## config.mk

```make
export PLATFORM = sky130hd
export DESIGN_NAME = kruskal_mst_engine
export DESIGN_NICKNAME = d
export VERILOG_FILES = /design/src/sv/kmst_pkg.sv /design/src/sv/kruskal_mst_engine.sv /design/src/sv/kmst_datapath.sv /design/src/sv/kmst_control.sv
export SDC_FILE = /design/constraint.sdc
export NUM_CORES = 2
export LEC_CHECK = 0
export BUFFER_PORTS_ARGS = -buffer_cell sky130_fd_sc_hd__clkbuf_2
export CAP_MARGIN = 15
export CORE_MARGIN = 1.5
export CORE_UTILIZATION = 55
export CTS_BUF_LIST = sky130_fd_sc_hd__clkbuf_4 sky130_fd_sc_hd__clkbuf_8
export DETAILED_ROUTE_END_ITERATION = 10
export GPL_ROUTABILITY_DRIVEN = 0
export PLACE_DENSITY = 0.74
export SLEW_MARGIN = 25
export SYNTH_ARGS = -nofsm -noshare
export SYNTH_HDL_FRONTEND = slang
export SYNTH_HIERARCHICAL = 1
export SYNTH_SLANG_ARGS = --single-unit
```

## constraint.sdc

```tcl
create_clock -name clock -period 7.3 [get_ports clock]
set_input_delay 0.365 -clock clock [delete_from_list [all_inputs] [get_ports clock]]
set_output_delay 0.365 -clock clock [all_outputs]
set_load 0.03 [all_outputs]
```

## src/sv/kmst_pkg.sv

```systemverilog
package kmst_pkg;

   localparam int MAX_VERTICES_DEFAULT = 16;
   localparam int MAX_EDGES_DEFAULT    = 64;

   localparam int VERTEX_W = 4;
   localparam int WEIGHT_W = 16;
   localparam int TOTAL_W  = 20;
   localparam int COUNT_W  = 4;
   localparam int CFG_W    = 5;
   localparam int KEY_W    = WEIGHT_W + 2 * VERTEX_W;

   // Fifteen tree edges at most.
   localparam logic [COUNT_W-1:0] MAX_TREE_EDGES = 4'd15;

   localparam logic [CFG_W-1:0] VERTEX_COUNT_RESET = 5'd16;

   localparam logic OP_LOAD = 1'b0;
   localparam logic OP_RUN  = 1'b1;

   localparam logic KIND_EDGE    = 1'b0;
   localparam logic KIND_SUMMARY = 1'b1;

   typedef struct packed {
      logic                       op;
      logic [VERTEX_W-1:0]        src_vertex;
      logic [VERTEX_W-1:0]        dst_vertex;
      logic signed [WEIGHT_W-1:0] edge_weight;
   } req_type;

   typedef struct packed {
      logic                       kind;
      logic [VERTEX_W-1:0]        tree_src;
      logic [VERTEX_W-1:0]        tree_dst;
      logic signed [WEIGHT_W-1:0] tree_weight;
      logic signed [TOTAL_W-1:0]  total_weight;
      logic [COUNT_W-1:0]         edges_chosen;
      logic                       last;
   } rsp_type;

   // Controller to datapath.
   typedef struct packed {
      logic load;        // append request edge
      logic init;        // reset forest, sums, pointers
      logic sort_start;  // begin outer pass: read store[i], j <- i
      logic sort_read;   // read store[j-1]
      logic sort_step;   // compare/shift step
      logic walk_read;   // read store[i]
      logic find_step;   // one root chase step
      logic commit;      // link, accumulate, present edge beat
      logic skip;        // next edge
      logic summary;     // present summary beat
      logic clear;       // empty store
   } cmd_type;

   // Datapath to controller.
   typedef struct packed {
      logic sort_done;    // outer index reached count
      logic shift_more;   // inner shift continues
      logic walk_done;    // no edges left
      logic roots_found;  // both chases settled
      logic joins;        // roots differ and room left
   } sts_type;

endpackage

```

## src/sv/kruskal_mst_engine.sv

```systemverilog
// Kruskal minimum spanning forest engine.
// req channel (valid/stall): op 0 loads one edge into the edge store; loads
// are taken one a cycle while req_stall is low. An edge naming a vertex not
// below vertex_count, or arriving with the store full, is dropped silently.
// op 1 runs: req_stall rises the cycle after the run beat and stays high
// until the summary beat is taken. The run insertion-sorts the store
// (per edge: read, key capture, wait, and compare steps until the key
// settles, over a one-read one-write edge memory), then walks it: per edge
// a read, a seed step, the root chase steps, and an emit step for a tree
// edge. The forest reset and the store clear are part of the run.
// rsp channel (valid/stall): one beat per tree edge, then a summary beat
// with last set. A beat is held in the output register while rsp_stall is
// high; the walk carries on to the next edge and waits only when another
// beat is ready.
// csr port: csr_write with csr_data sets vertex_count; write while idle.
// Reset (synchronous): store empty, vertex_count 16, no beat pending.
module kruskal_mst_engine #(
   parameter int MAX_VERTICES = kmst_pkg::MAX_VERTICES_DEFAULT,
   parameter int MAX_EDGES    = kmst_pkg::MAX_EDGES_DEFAULT
) (
   input  logic                       clock,
   input  logic                       reset,
   input  logic                       req_valid,
   output logic                       req_stall,
   input  kmst_pkg::req_type          req_data,
   output logic                       rsp_valid,
   input  logic                       rsp_stall,
   output kmst_pkg::rsp_type          rsp_data,
   input  logic                       csr_write,
   input  logic [kmst_pkg::CFG_W-1:0] csr_data
);
   kmst_pkg::cmd_type cmd;
   kmst_pkg::sts_type sts;
   logic [kmst_pkg::CFG_W-1:0] vertex_count_ff;

   always_ff @(posedge clock) begin
      if (reset) vertex_count_ff <= kmst_pkg::VERTEX_COUNT_RESET;
      else if (csr_write) vertex_count_ff <= csr_data;
   end

   kmst_control u_control (
      .clock, .reset, .req_valid, .req_stall, .req_data,
      .rsp_valid, .rsp_stall, .cmd, .sts
   );

   kmst_datapath #(.MAX_VERTICES(MAX_VERTICES), .MAX_EDGES(MAX_EDGES)) u_datapath (
      .clock, .reset, .cmd, .sts, .req_data,
      .vertex_count(vertex_count_ff), .rsp_data
   );
endmodule

```

## src/sv/kmst_datapath.sv

```systemverilog
module kmst_datapath #(
   parameter int MAX_VERTICES = kmst_pkg::MAX_VERTICES_DEFAULT,
   parameter int MAX_EDGES    = kmst_pkg::MAX_EDGES_DEFAULT
) (
   input  logic                          clock,
   input  logic                          reset,
   input  kmst_pkg::cmd_type             cmd,
   output kmst_pkg::sts_type             sts,
   input  kmst_pkg::req_type             req_data,
   input  logic [kmst_pkg::CFG_W-1:0]    vertex_count,
   output kmst_pkg::rsp_type             rsp_data
);
   localparam int AW = (MAX_EDGES > 1) ? $clog2(MAX_EDGES) : 1;
   localparam int CW = $clog2(MAX_EDGES + 1);
   localparam int VW = (MAX_VERTICES > 1) ? $clog2(MAX_VERTICES) : 1;
   localparam int KW = kmst_pkg::KEY_W;

   logic [KW-1:0] store_mem [MAX_EDGES];
   logic [KW-1:0] rd_ff;
   logic [CW-1:0] count_ff, count_in;
   logic [CW-1:0] i_ff, i_in;
   logic [CW-1:0] j_ff, j_in;
   logic [KW-1:0] key_ff, key_in;
   logic [VW-1:0] parent_ff [MAX_VERTICES];
   logic [VW-1:0] ru_ff, ru_in, rv_ff, rv_in;
   logic [kmst_pkg::TOTAL_W-1:0] total_ff, total_in;
   logic [kmst_pkg::COUNT_W-1:0] chosen_ff, chosen_in;
   kmst_pkg::rsp_type rsp_ff, rsp_in;

   logic          wr_en;
   logic [AW-1:0] wr_addr, rd_addr;
   logic [KW-1:0] wr_data;
   logic          rd_en;
   logic          src_ok, dst_ok;
   logic [VW-1:0] pu, pv;
   logic [kmst_pkg::VERTEX_W-1:0] es, ed;
   logic [kmst_pkg::WEIGHT_W-1:0] ew;

   assign es = rd_ff[2*kmst_pkg::VERTEX_W-1:kmst_pkg::VERTEX_W];
   assign ed = rd_ff[kmst_pkg::VERTEX_W-1:0];
   assign ew = rd_ff[KW-1:2*kmst_pkg::VERTEX_W] ^ {1'b1, {(kmst_pkg::WEIGHT_W-1){1'b0}}};

   // Range tests: against vertex_count and the forest size.
   assign src_ok = ({1'b0, req_data.src_vertex} < vertex_count) &&
                   (32'(req_data.src_vertex) < MAX_VERTICES);
   assign dst_ok = ({1'b0, req_data.dst_vertex} < vertex_count) &&
                   (32'(req_data.dst_vertex) < MAX_VERTICES);

   assign pu = parent_ff[ru_ff];
   assign pv = parent_ff[rv_ff];

   always_comb begin
      wr_en   = 1'b0;
      wr_addr = count_ff[AW-1:0];
      wr_data = {req_data.edge_weight ^ {1'b1, {(kmst_pkg::WEIGHT_W-1){1'b0}}},
                 req_data.src_vertex, req_data.dst_vertex};
      rd_en   = 1'b0;
      rd_addr = i_ff[AW-1:0];
      count_in = count_ff;
      i_in     = i_ff;
      j_in     = j_ff;
      key_in   = key_ff;
      ru_in    = ru_ff;
      rv_in    = rv_ff;
      total_in = total_ff;
      chosen_in = chosen_ff;
      rsp_in   = rsp_ff;
      if (cmd.load) begin
         if (src_ok && dst_ok && (count_ff < CW'(MAX_EDGES))) begin
            wr_en    = 1'b1;
            count_in = count_ff + 1'b1;
         end
      end
      if (cmd.init) begin
         total_in  = '0;
         chosen_in = '0;
         i_in      = '0;
      end
      if (cmd.sort_start) begin
         // read store[i] for the key, j <- i
         rd_en = 1'b1;
         rd_addr = i_ff[AW-1:0];
         j_in = i_ff;
      end
      if (cmd.sort_read) begin
         key_in  = rd_ff;
         rd_en   = 1'b1;
         rd_addr = AW'(j_ff - 1'b1);
      end
      if (cmd.sort_step) begin
         if (sts.shift_more) begin
            wr_en   = 1'b1;
            wr_addr = j_ff[AW-1:0];
            wr_data = rd_ff;
            j_in    = j_ff - 1'b1;
            rd_en   = 1'b1;
            rd_addr = AW'(j_ff - 2'd2);
         end else begin
            wr_en   = 1'b1;
            wr_addr = j_ff[AW-1:0];
            wr_data = key_ff;
            i_in    = i_ff + 1'b1;
         end
      end
      if (cmd.walk_read) begin
         rd_en   = 1'b1;
         rd_addr = i_ff[AW-1:0];
      end
      if (cmd.find_step) begin
         ru_in = pu;
         rv_in = pv;
      end
      if (cmd.commit) begin
         total_in  = total_ff + kmst_pkg::TOTAL_W'($signed(ew));
         chosen_in = chosen_ff + 1'b1;
         rsp_in = '{kind: kmst_pkg::KIND_EDGE, tree_src: es, tree_dst: ed,
                    tree_weight: ew,
                    total_weight: total_ff + kmst_pkg::TOTAL_W'($signed(ew)),
                    edges_chosen: chosen_ff + 1'b1, last: 1'b0};
      end
      if (cmd.commit || cmd.skip) i_in = i_ff + 1'b1;
      if (cmd.summary) begin
         rsp_in = '{kind: kmst_pkg::KIND_SUMMARY, tree_src: '0, tree_dst: '0,
                    tree_weight: '0, total_weight: total_ff,
                    edges_chosen: chosen_ff, last: 1'b1};
      end
      if (cmd.clear) count_in = '0;
      // Hold the roots during the read; the seed path loads the edge ends.
      if (cmd.walk_read) begin
         ru_in = ru_ff;
         rv_in = rv_ff;
      end
   end

   // Root registers load the edge ends from the read register while seed_ff is high.
   logic seed_ff;

   always_ff @(posedge clock) begin
      if (wr_en) store_mem[wr_addr] <= wr_data;
      if (rd_en) rd_ff <= store_mem[rd_addr];
   end

   always_ff @(posedge clock) begin
      if (reset) begin
         count_ff  <= '0;
         seed_ff   <= 1'b0;
      end else begin
         count_ff  <= count_in;
         seed_ff   <= cmd.walk_read;
      end
      i_ff      <= i_in;
      j_ff      <= j_in;
      key_ff    <= key_in;
      total_ff  <= total_in;
      chosen_ff <= chosen_in;
      rsp_ff    <= rsp_in;
      if (seed_ff) begin
         ru_ff <= VW'(es);
         rv_ff <= VW'(ed);
      end else begin
         ru_ff <= ru_in;
         rv_ff <= rv_in;
      end
   end

   always_ff @(posedge clock) begin
      for (int k = 0; k < MAX_VERTICES; k++) begin
         if (cmd.init) parent_ff[k] <= VW'(k);
         else if (cmd.commit && (ru_ff == VW'(k))) parent_ff[k] <= rv_ff;
      end
   end

   always_comb begin
      sts.sort_done   = (i_ff >= count_ff);
      sts.shift_more  = (j_ff != '0) && (rd_ff > key_ff);
      sts.walk_done   = (i_ff >= count_ff);
      sts.roots_found = !seed_ff && (pu == ru_ff) && (pv == rv_ff);
      sts.joins       = (ru_ff != rv_ff) && (chosen_ff != kmst_pkg::MAX_TREE_EDGES);
   end

   assign rsp_data = rsp_ff;

`ifndef SYNTHESIS
   a_count_bound: assert property (@(posedge clock) disable iff (reset)
      count_ff <= CW'(MAX_EDGES)) else $error("edge count overflow");
   a_commit_roots: assert property (@(posedge clock) disable iff (reset)
      cmd.commit |-> (ru_ff != rv_ff)) else $error("link within one tree");
   a_clear_empty: assert property (@(posedge clock) disable iff (reset)
      cmd.clear |=> (count_ff == '0)) else $error("store not emptied");
`endif
endmodule

```

## src/sv/kmst_control.sv

```systemverilog
module kmst_control (
   input  logic              clock,
   input  logic              reset,
   input  logic              req_valid,
   output logic              req_stall,
   input  kmst_pkg::req_type req_data,
   output logic              rsp_valid,
   input  logic              rsp_stall,
   output kmst_pkg::cmd_type cmd,
   input  kmst_pkg::sts_type sts
);
   typedef enum logic [9:0] {
      ST_IDLE    = 10'b0000000001,
      ST_SORT_TOP = 10'b0000000010,
      ST_SORT_KEY = 10'b0000000100,
      ST_SORT_CMP = 10'b0000001000,
      ST_WALK_TOP = 10'b0000010000,
      ST_WALK_SEED = 10'b0000100000,
      ST_FIND    = 10'b0001000000,
      ST_EMIT    = 10'b0010000000,
      ST_SUMMARY = 10'b0100000000,
      ST_SORT_WAIT = 10'b1000000000
   } state_type;

   state_type state_ff, state_in;
   logic      busy_ff, busy_in;
   logic      emit_ff, emit_in;
   logic      rsp_taken;

   assign rsp_taken = emit_ff && !rsp_stall;

   always_comb begin
      state_in = state_ff;
      emit_in  = emit_ff && rsp_stall;
      cmd      = '0;
      unique case (state_ff)
         ST_IDLE: begin
            if (req_valid) begin
               if (req_data.op == kmst_pkg::OP_RUN) begin
                  cmd.init = 1'b1;
                  state_in = ST_SORT_TOP;
               end else begin
                  cmd.load = 1'b1;
               end
            end
         end
         ST_SORT_TOP: begin
            // i starts at zero: first pass is a no-op insertion
            if (sts.sort_done) begin
               cmd.init = 1'b1;
               state_in = ST_WALK_TOP;
            end else begin
               cmd.sort_start = 1'b1;
               state_in = ST_SORT_KEY;
            end
         end
         ST_SORT_KEY: begin
            cmd.sort_read = 1'b1;
            state_in = ST_SORT_WAIT;
         end
         ST_SORT_WAIT: state_in = ST_SORT_CMP;
         ST_SORT_CMP: begin
            cmd.sort_step = 1'b1;
            if (!sts.shift_more) state_in = ST_SORT_TOP;
         end
         ST_WALK_TOP: begin
            if (sts.walk_done) begin
               if (!emit_ff || rsp_taken) begin
                  cmd.summary = 1'b1;
                  emit_in = 1'b1;
                  state_in = ST_SUMMARY;
               end
            end else begin
               cmd.walk_read = 1'b1;
               state_in = ST_WALK_SEED;
            end
         end
         ST_WALK_SEED: state_in = ST_FIND;
         ST_FIND: begin
            if (sts.roots_found) begin
               if (sts.joins) state_in = ST_EMIT;
               else begin
                  cmd.skip = 1'b1;
                  state_in = ST_WALK_TOP;
               end
            end else cmd.find_step = 1'b1;
         end
         ST_EMIT: begin
            if (!emit_ff || rsp_taken) begin
               cmd.commit = 1'b1;
               emit_in = 1'b1;
               state_in = ST_WALK_TOP;
            end
         end
         ST_SUMMARY: begin
            if (rsp_taken) begin
               cmd.clear = 1'b1;
               state_in = ST_IDLE;
            end
         end
         default: state_in = ST_IDLE;
      endcase
   end

   assign busy_in   = (state_in != ST_IDLE);
   assign req_stall = busy_ff;
   assign rsp_valid = emit_ff;

   always_ff @(posedge clock) begin
      if (reset) begin
         state_ff <= ST_IDLE;
         busy_ff  <= 1'b0;
         emit_ff  <= 1'b0;
      end else begin
         state_ff <= state_in;
         busy_ff  <= busy_in;
         emit_ff  <= emit_in;
      end
   end

`ifndef SYNTHESIS
   a_idle_ready: assert property (@(posedge clock) disable iff (reset)
      (state_ff == ST_IDLE) |-> !busy_ff) else $error("idle but stalling");
   a_one_beat: assert property (@(posedge clock) disable iff (reset)
      (cmd.commit || cmd.summary) |-> (!emit_ff || rsp_taken))
      else $error("result overwritten");
   a_summary_hold: assert property (@(posedge clock) disable iff (reset)
      (state_ff == ST_SUMMARY) |-> emit_ff) else $error("summary lost");
`endif
endmodule

```

### Yosys cells after proc, flatten, opt, wreduce, memory -nomap -nowiden

Memory sizes are Yosys's and may differ from the RTL's. A register that Yosys moved wholly into a read port is not among the register bits.
Index checks and enable logic that the tools add are counted.
Widths: inputs -> output; s select.

* flip-flop bits (word level): 144
* output and inout port bits: 52
* memory bits (writable): 1600
* memories: 2
* input port bits: 35

Memory list
* u_datapath.store_mem: depth 64, bits a word 24, rd ports 1, clocked after Yosys merged registers in 1, wr ports 1, line kmst_datapath.sv:18 `logic [KW-1:0] store_mem [MAX_EDGES];`
* u_datapath.parent_ff: depth 16, bits a word 4, rd ports 2, clocked after Yosys merged registers in 2, wr ports 16, line kmst_datapath.sv:24 `logic [VW-1:0] parent_ff [MAX_VERTICES];`

* equality and inequality tests: 31
* order comparisons: 5
* multiplexer cells: 140
* bitwise logic cells: 18
* add/sub/neg operators: 6
* reductions and logical operators: 37

Operator list (count)
* $mux 4: 26
* $pmux 10 s10: 1
* $mux 1: 82
* $mux 10: 8
* $mux 25: 2
* $mux 7: 7
* $mux 24: 2
* $mux 20: 2
* $eq 4x4->1 const B: 8
* $mux 6: 5
* $gt 24x24->1: 1
* $logic_and 1x1->1: 24
* $add 20x20->20: 1
* $eq 4x3->1 const B: 4
* $or 1x1->1: 16
* $add 7x1->7 const B: 2
* $eq 10x1->1 const B: 1
* $eq 10x10->1 const B: 1
* $eq 10x2->1 const B: 1
* $eq 10x3->1 const B: 1
* $eq 10x4->1 const B: 1
* $eq 10x5->1 const B: 1
* $eq 10x6->1 const B: 1
* $eq 10x7->1 const B: 1
* 27 further kinds: 38

### Logic depth before layout (Yosys ltp)

* depth after elaboration: 10
* mapped depth: 27
* depth with buffers taken out: 21

### Modules after synthesis

The synthesis kept the hierarchy.

Modules (own cells, without submodules)
* kmst_datapath: area an instance 74342.6 um^2, sequential area each 52270.1 um^2, cells an instance 5068, instances 1
* kmst_control: area an instance 832.0 um^2, sequential area each 240.2 um^2, cells an instance 101, instances 1
* kruskal_mst_engine: area an instance 183.9 um^2, sequential area each 100.1 um^2, cells an instance 16, instances 1

### Least setup slack after synthesis

No wires, ideal clock.

* kind: register -> register
* from: register u_control.state_ff[5]
* to: register u_datapath.rd_ff[22] (read register of u_datapath.store_mem) (data pin)
* stages on the path, launching flop included: 17
* setup time: 259 ps
* setup slack: 913 ps
* buffers on the path: 3
* period minus slack after synthesis: 6387 ps
* data arrival time: 6128 ps
* path through: dfxtp_1 buf_6 nor4_4 nand2_1 nor4b_1 inv_1 nor2_1 o21ai_0 nand2_1 nand2_1 buf_2 clkbuf_1 and3_1 o21bai_1 o32ai_1 a2111o_1 a211o_1

RTL lines
* from (decl): line kmst_control.sv:25 `state_type state_ff, state_in;`
* from (signal assigned): line kmst_control.sv:115 `state_ff <= state_in;`
* to (decl): line kmst_datapath.sv:19 `logic [KW-1:0] rd_ff;`

==> summary.txt <==
CTS
  • Clock transition at path regs: 0.07 ns
  • Bufs on Longest Clock Path: 4
  • Total CTS buffers: 290
  • Post-CTS sizing: 0
  • CTS tree: built
  • Root buf cell: clkbuf_8
  • CTS Sinks: 1776
  • Htree depth: 5
  • Skew-Pair Late Insertion Delay: 0.98 ns

GRT
  • Number of global-route vias before repair: 47100
  • Largest net degree at the start of global routing: 149
  • First-pass GRT wire length: 309 mm
  • Grt total ovfl: 0
  • All-layer global routing usage: 0.298
  • Initial antenna violation count: 9

Worst setup path
  • Worst stage delay on the critical path: 0.66 ns
  • End of the critical path: u_datapath/rd_ff[5]
  • Reg-to-Reg End: u_datapath/rd_ff[5]
  • Worst path required time: 7.97 ns
  • Crit Path Class: reg2reg
  • Stages on the worst setup path: 21
  • CP Cell Sequence: ha_1 -> a21oi_1 -> nor2b_1 -> o21ai_0 -> nand2b_1 -> a21oi_1 -> nor2b_1 -> o21ai_0 -> nand2b_1 -> nor3_2 -> buf_4 -> inv_1 -> and3_4 -> a21boi_4 -> o21a_4 -> nor2_4 -> buf_4 -> mux2_2 -> o211ai_1 -> nand4_1 -> a211o_1
  • CP Max Fanout: 24
  • Crit path from: u_datapath/i_ff[1]
  • Delay-heaviest family, CP: simple AND/OR/NAND/NOR gates
  • Worst reg2reg setup slack: 0.64 ns
  • CP arrival: 7.33 ns
  • CP Buf/Inv Count: 3
  • Slowest-stage cell, CP: nor2_4
  • R2R cell count: 21
  • CP endpoint kind: flip-flop
  • Worst r2r src: u_datapath/i_ff[1]
  • CP startpoint kind: flip-flop

Synth
  • Ys flop type: edfxtp_1
  • Syn. warnings: 6
  • Synth area leader: edfxtp_1
  • Post-synthesis compound-gate area fraction: 0.104
  • Share of Yosys cell area claimed by the top area cell type: 0.679
  • Synth Instances: 5185
  • Post-synth cell types: 99
  • Synth Area in Simple Gates: 0.0866
  • Xor-xnor portion of the synthesized cell area: 0.00535
  • Syn_area_per_cell: 14.5 sq um
  • Mux cell area share after synthesis: 0.0698
  • Syn Std Cell Area: 0.0754 sq mm
  • Largest family of logic cells by synthesized area: compound AO/OA/AOI/OAI gates
  • Seq/Total Area, Yosys: 0.698
  • Register bit total from synthesis: 1776
  • EDFF count, synth: 1704
  • Adder-Cell Fraction of Synth Area: 0.0106
  • Syn_nets: 5283
  • Async SR Flop Fraction: 0
  • Synth area leaders: edfxtp_1, mux2i_1, nand2_1, a211o_1, dfxtp_1

Worst hold path
  • Worst hold start: req_data[17]
  • Min-delay worst type: in2reg

Timing
  • Final Cycle Share: 0.913
  • Worst-Margin Slew: 1.10 ns
  • Final setup violation count: 0
  • Final clock skew: 0.0681 ns
  • Max Fclk: 0.150 GHz
  • Endpoints failing hold: 0
  • Period minus WS final: 6.66 ns
  • Slew margin rel.: 0.258
  • Unrepaired setup endpoints after global routing: false
  • Max-slew violations: 0
  • Setup TNS: 0 ns

Run
  • Max Cap Viol: 0

Power and ir drop
  • Leak Pwr: 28.1 nW
  • Power Density: 233 mW/mm^2
  • Worst VDD drop: 0.000145 V

Floorplanning
  • Die area: 0.139 sq mm
  • Die height: 373 um
  • Die width: 373 um
  • IO Pins: 87
  • Row count: 135
  • Initial core utilization: 0.556
  • Core area: 0.136 sq mm

Cells and area
  • Final instance area: 0.0844 sq mm
  • Area occupied by multi-input gates: 0.0216 sq mm
  • Layout cells sized above 1: 0.170
  • # fillers: 9673
  • Layout Nets: 5502
  • Reg area: 0.0526 sq mm
  • Area Overhead vs Synth: 12.0%

Place
  • Detail Placement HPWL: 128 mm
  • # port buffers: 86
  • Cell area after placement: 0.0789 sq mm

Drt
  • DR vias/cell: 6.63
  • Total Routed Length: 211 mm
  • Vias: 48900
  • DRC Markers: 0
  • Starting DRT DRC Count: 7678
  • Post-route ant nets: 0
  • Routed wire per std cell: 28.7 um
  • Drt first pass iters: 8

Outcome
  • Run status: complete, no violations
cells in the final DEF, fill, tap and decap left out, drive strengths merged, types with 69 or more instances in the layout:
master	instances
clkbuf	468
dfxtp	72
nand2	548
nand3	163
nor2	204
edfxtp	1704
buf	193
a32oi	69
a21oi	231
and3	185
mux2i	379
a211o	206
clkinv	86
metrics by stage:
step / cells / hold slack, ns / setup slack, ns / util / power (mW)
after floorplan: 5185 / 0.432 / 0.913 / - / 11.6
after global placement: 6856 / 0.461 / 0.370 / 0.579 / 11.8
after detailed placement: 6867 / 0.479 / 0.795 / 0.581 / 11.8
after CTS: 7362 / 0.00609 / 0.788 / 0.622 / 19.8
after global routing: 7367 / 0.0347 / 0.224 / 0.622 / 20.2
final: 7371 / 0.0176 / 0.638 / 0.622 / 19.7
layout make-up:
cell class	instances	share of cell area
Sequential cell	1776	0.623
Inverter	63	0.00280
Antenna cell	5	0.000148
Multi-Input combinational cell	2970	0.256
Clock buffer	381	0.0563
Timing Repair Buffer	303	0.0299
Clock inverter	92	0.00563
Tap cell	1781	0.0264
sequential cells by signal, summed over array words and instances, names as in the netlist, named ones only:
name	cells
u_datapath/rd_ff	24
u_datapath/count_ff	7
u_control/state_ff	10
u_datapath/key_ff	24
vertex_count_ff	5
u_datapath/seed_ff	1
u_control/rsp_valid	1
u_datapath/rv_ff	4
u_datapath/parent_ff	64
u_datapath/chosen_ff	4
u_datapath/rsp_data	49
u_datapath/store_mem	1536
u_datapath/j_ff	7
u_control/req_stall	1
u_datapath/i_ff	7
u_datapath/ru_ff	4
u_datapath/total_ff	20
layer usage:
layer / part of all wire / vias to the layer above / global-route usage
met3: 0.13 / 443 / 0.0764
met2: 0.45 / 3268 / 0.449
met1: 0.38 / 24400 / 0.409
li1: - / 20800 / -
met5: 0.00018 / - / 0
met4: 0.045 / 6 / 0.136
worst min-delay path: cells and delay by family:
family                 cells  cell delay (ns)
buffers and inverters      1             0.12
AOI/OAI and AO/OA          1             0.12
and+or+nand+nor            1             0.18
worst min path at each step:
stage | depth (start not counted) | to | slack, ns
final | 3 | u_datapath/store_mem[48][1] | 0.02
after global routing | 3 | u_datapath/store_mem[33][2] | 0.03
after CTS | 3 | u_datapath/store_mem[54][5] | 0.006
after detailed placement | 1 | u_datapath/rsp_data[0] | 0.48
after global placement | 1 | u_datapath/rsp_data[0] | 0.46
after floorplan | 1 | u_datapath/seed_ff | 0.43
power breakdown:
| part | switching [mW] | internal [mW] | total [mW] |
|---|---|---|---|
| logic | 0.310 | 0.112 | 0.422 |
| registers | 0.0175 | 11.2 | 11.2 |
| clock network | 3.78 | 4.30 | 8.08 |
| total | 4.11 | 15.6 | 19.7 |
cells by family (layout without fill, tap and decap cells):
group / Yosys count / after routing
XOR/XNOR: 46 / 46
flip-flops: 1776 / 1776
adder cells (fa/ha/maj): 63 / 63
multiplexers: 469 / 469
other: 0 / 5
AND/OR/NAND/NOR: 1350 / 1350
AO/OA/AOI/OAI: 1042 / 1042
buffers and inverters: 439 / 839
Yosys cell counts (all sizes together), types with 28 or more instances:
cell type  count
edfxtp      1704
nand2        548
mux2i        379
a21oi        231
clkbuf       207
a211o        206
nor2         204
and3         185
buf          169
nand3        163
dfxtp         72
a32oi         69
ha            62
o21ai         62
inv           59
nand4         56
a221oi        52
mux2          50
o22ai         49
a21boi        48
a211oi        47
a32o          45
mux4          40
nor4          37
o211ai        32
a31oi         31
nor3          29
xnor2         28
timing repair:
item                                   4_1_cts  5_1_grt
endpoints found under the hold margin       27        1
setup buffers                                0        0
hold buffers                                22        1
Power figures use the tool's default switching activity.
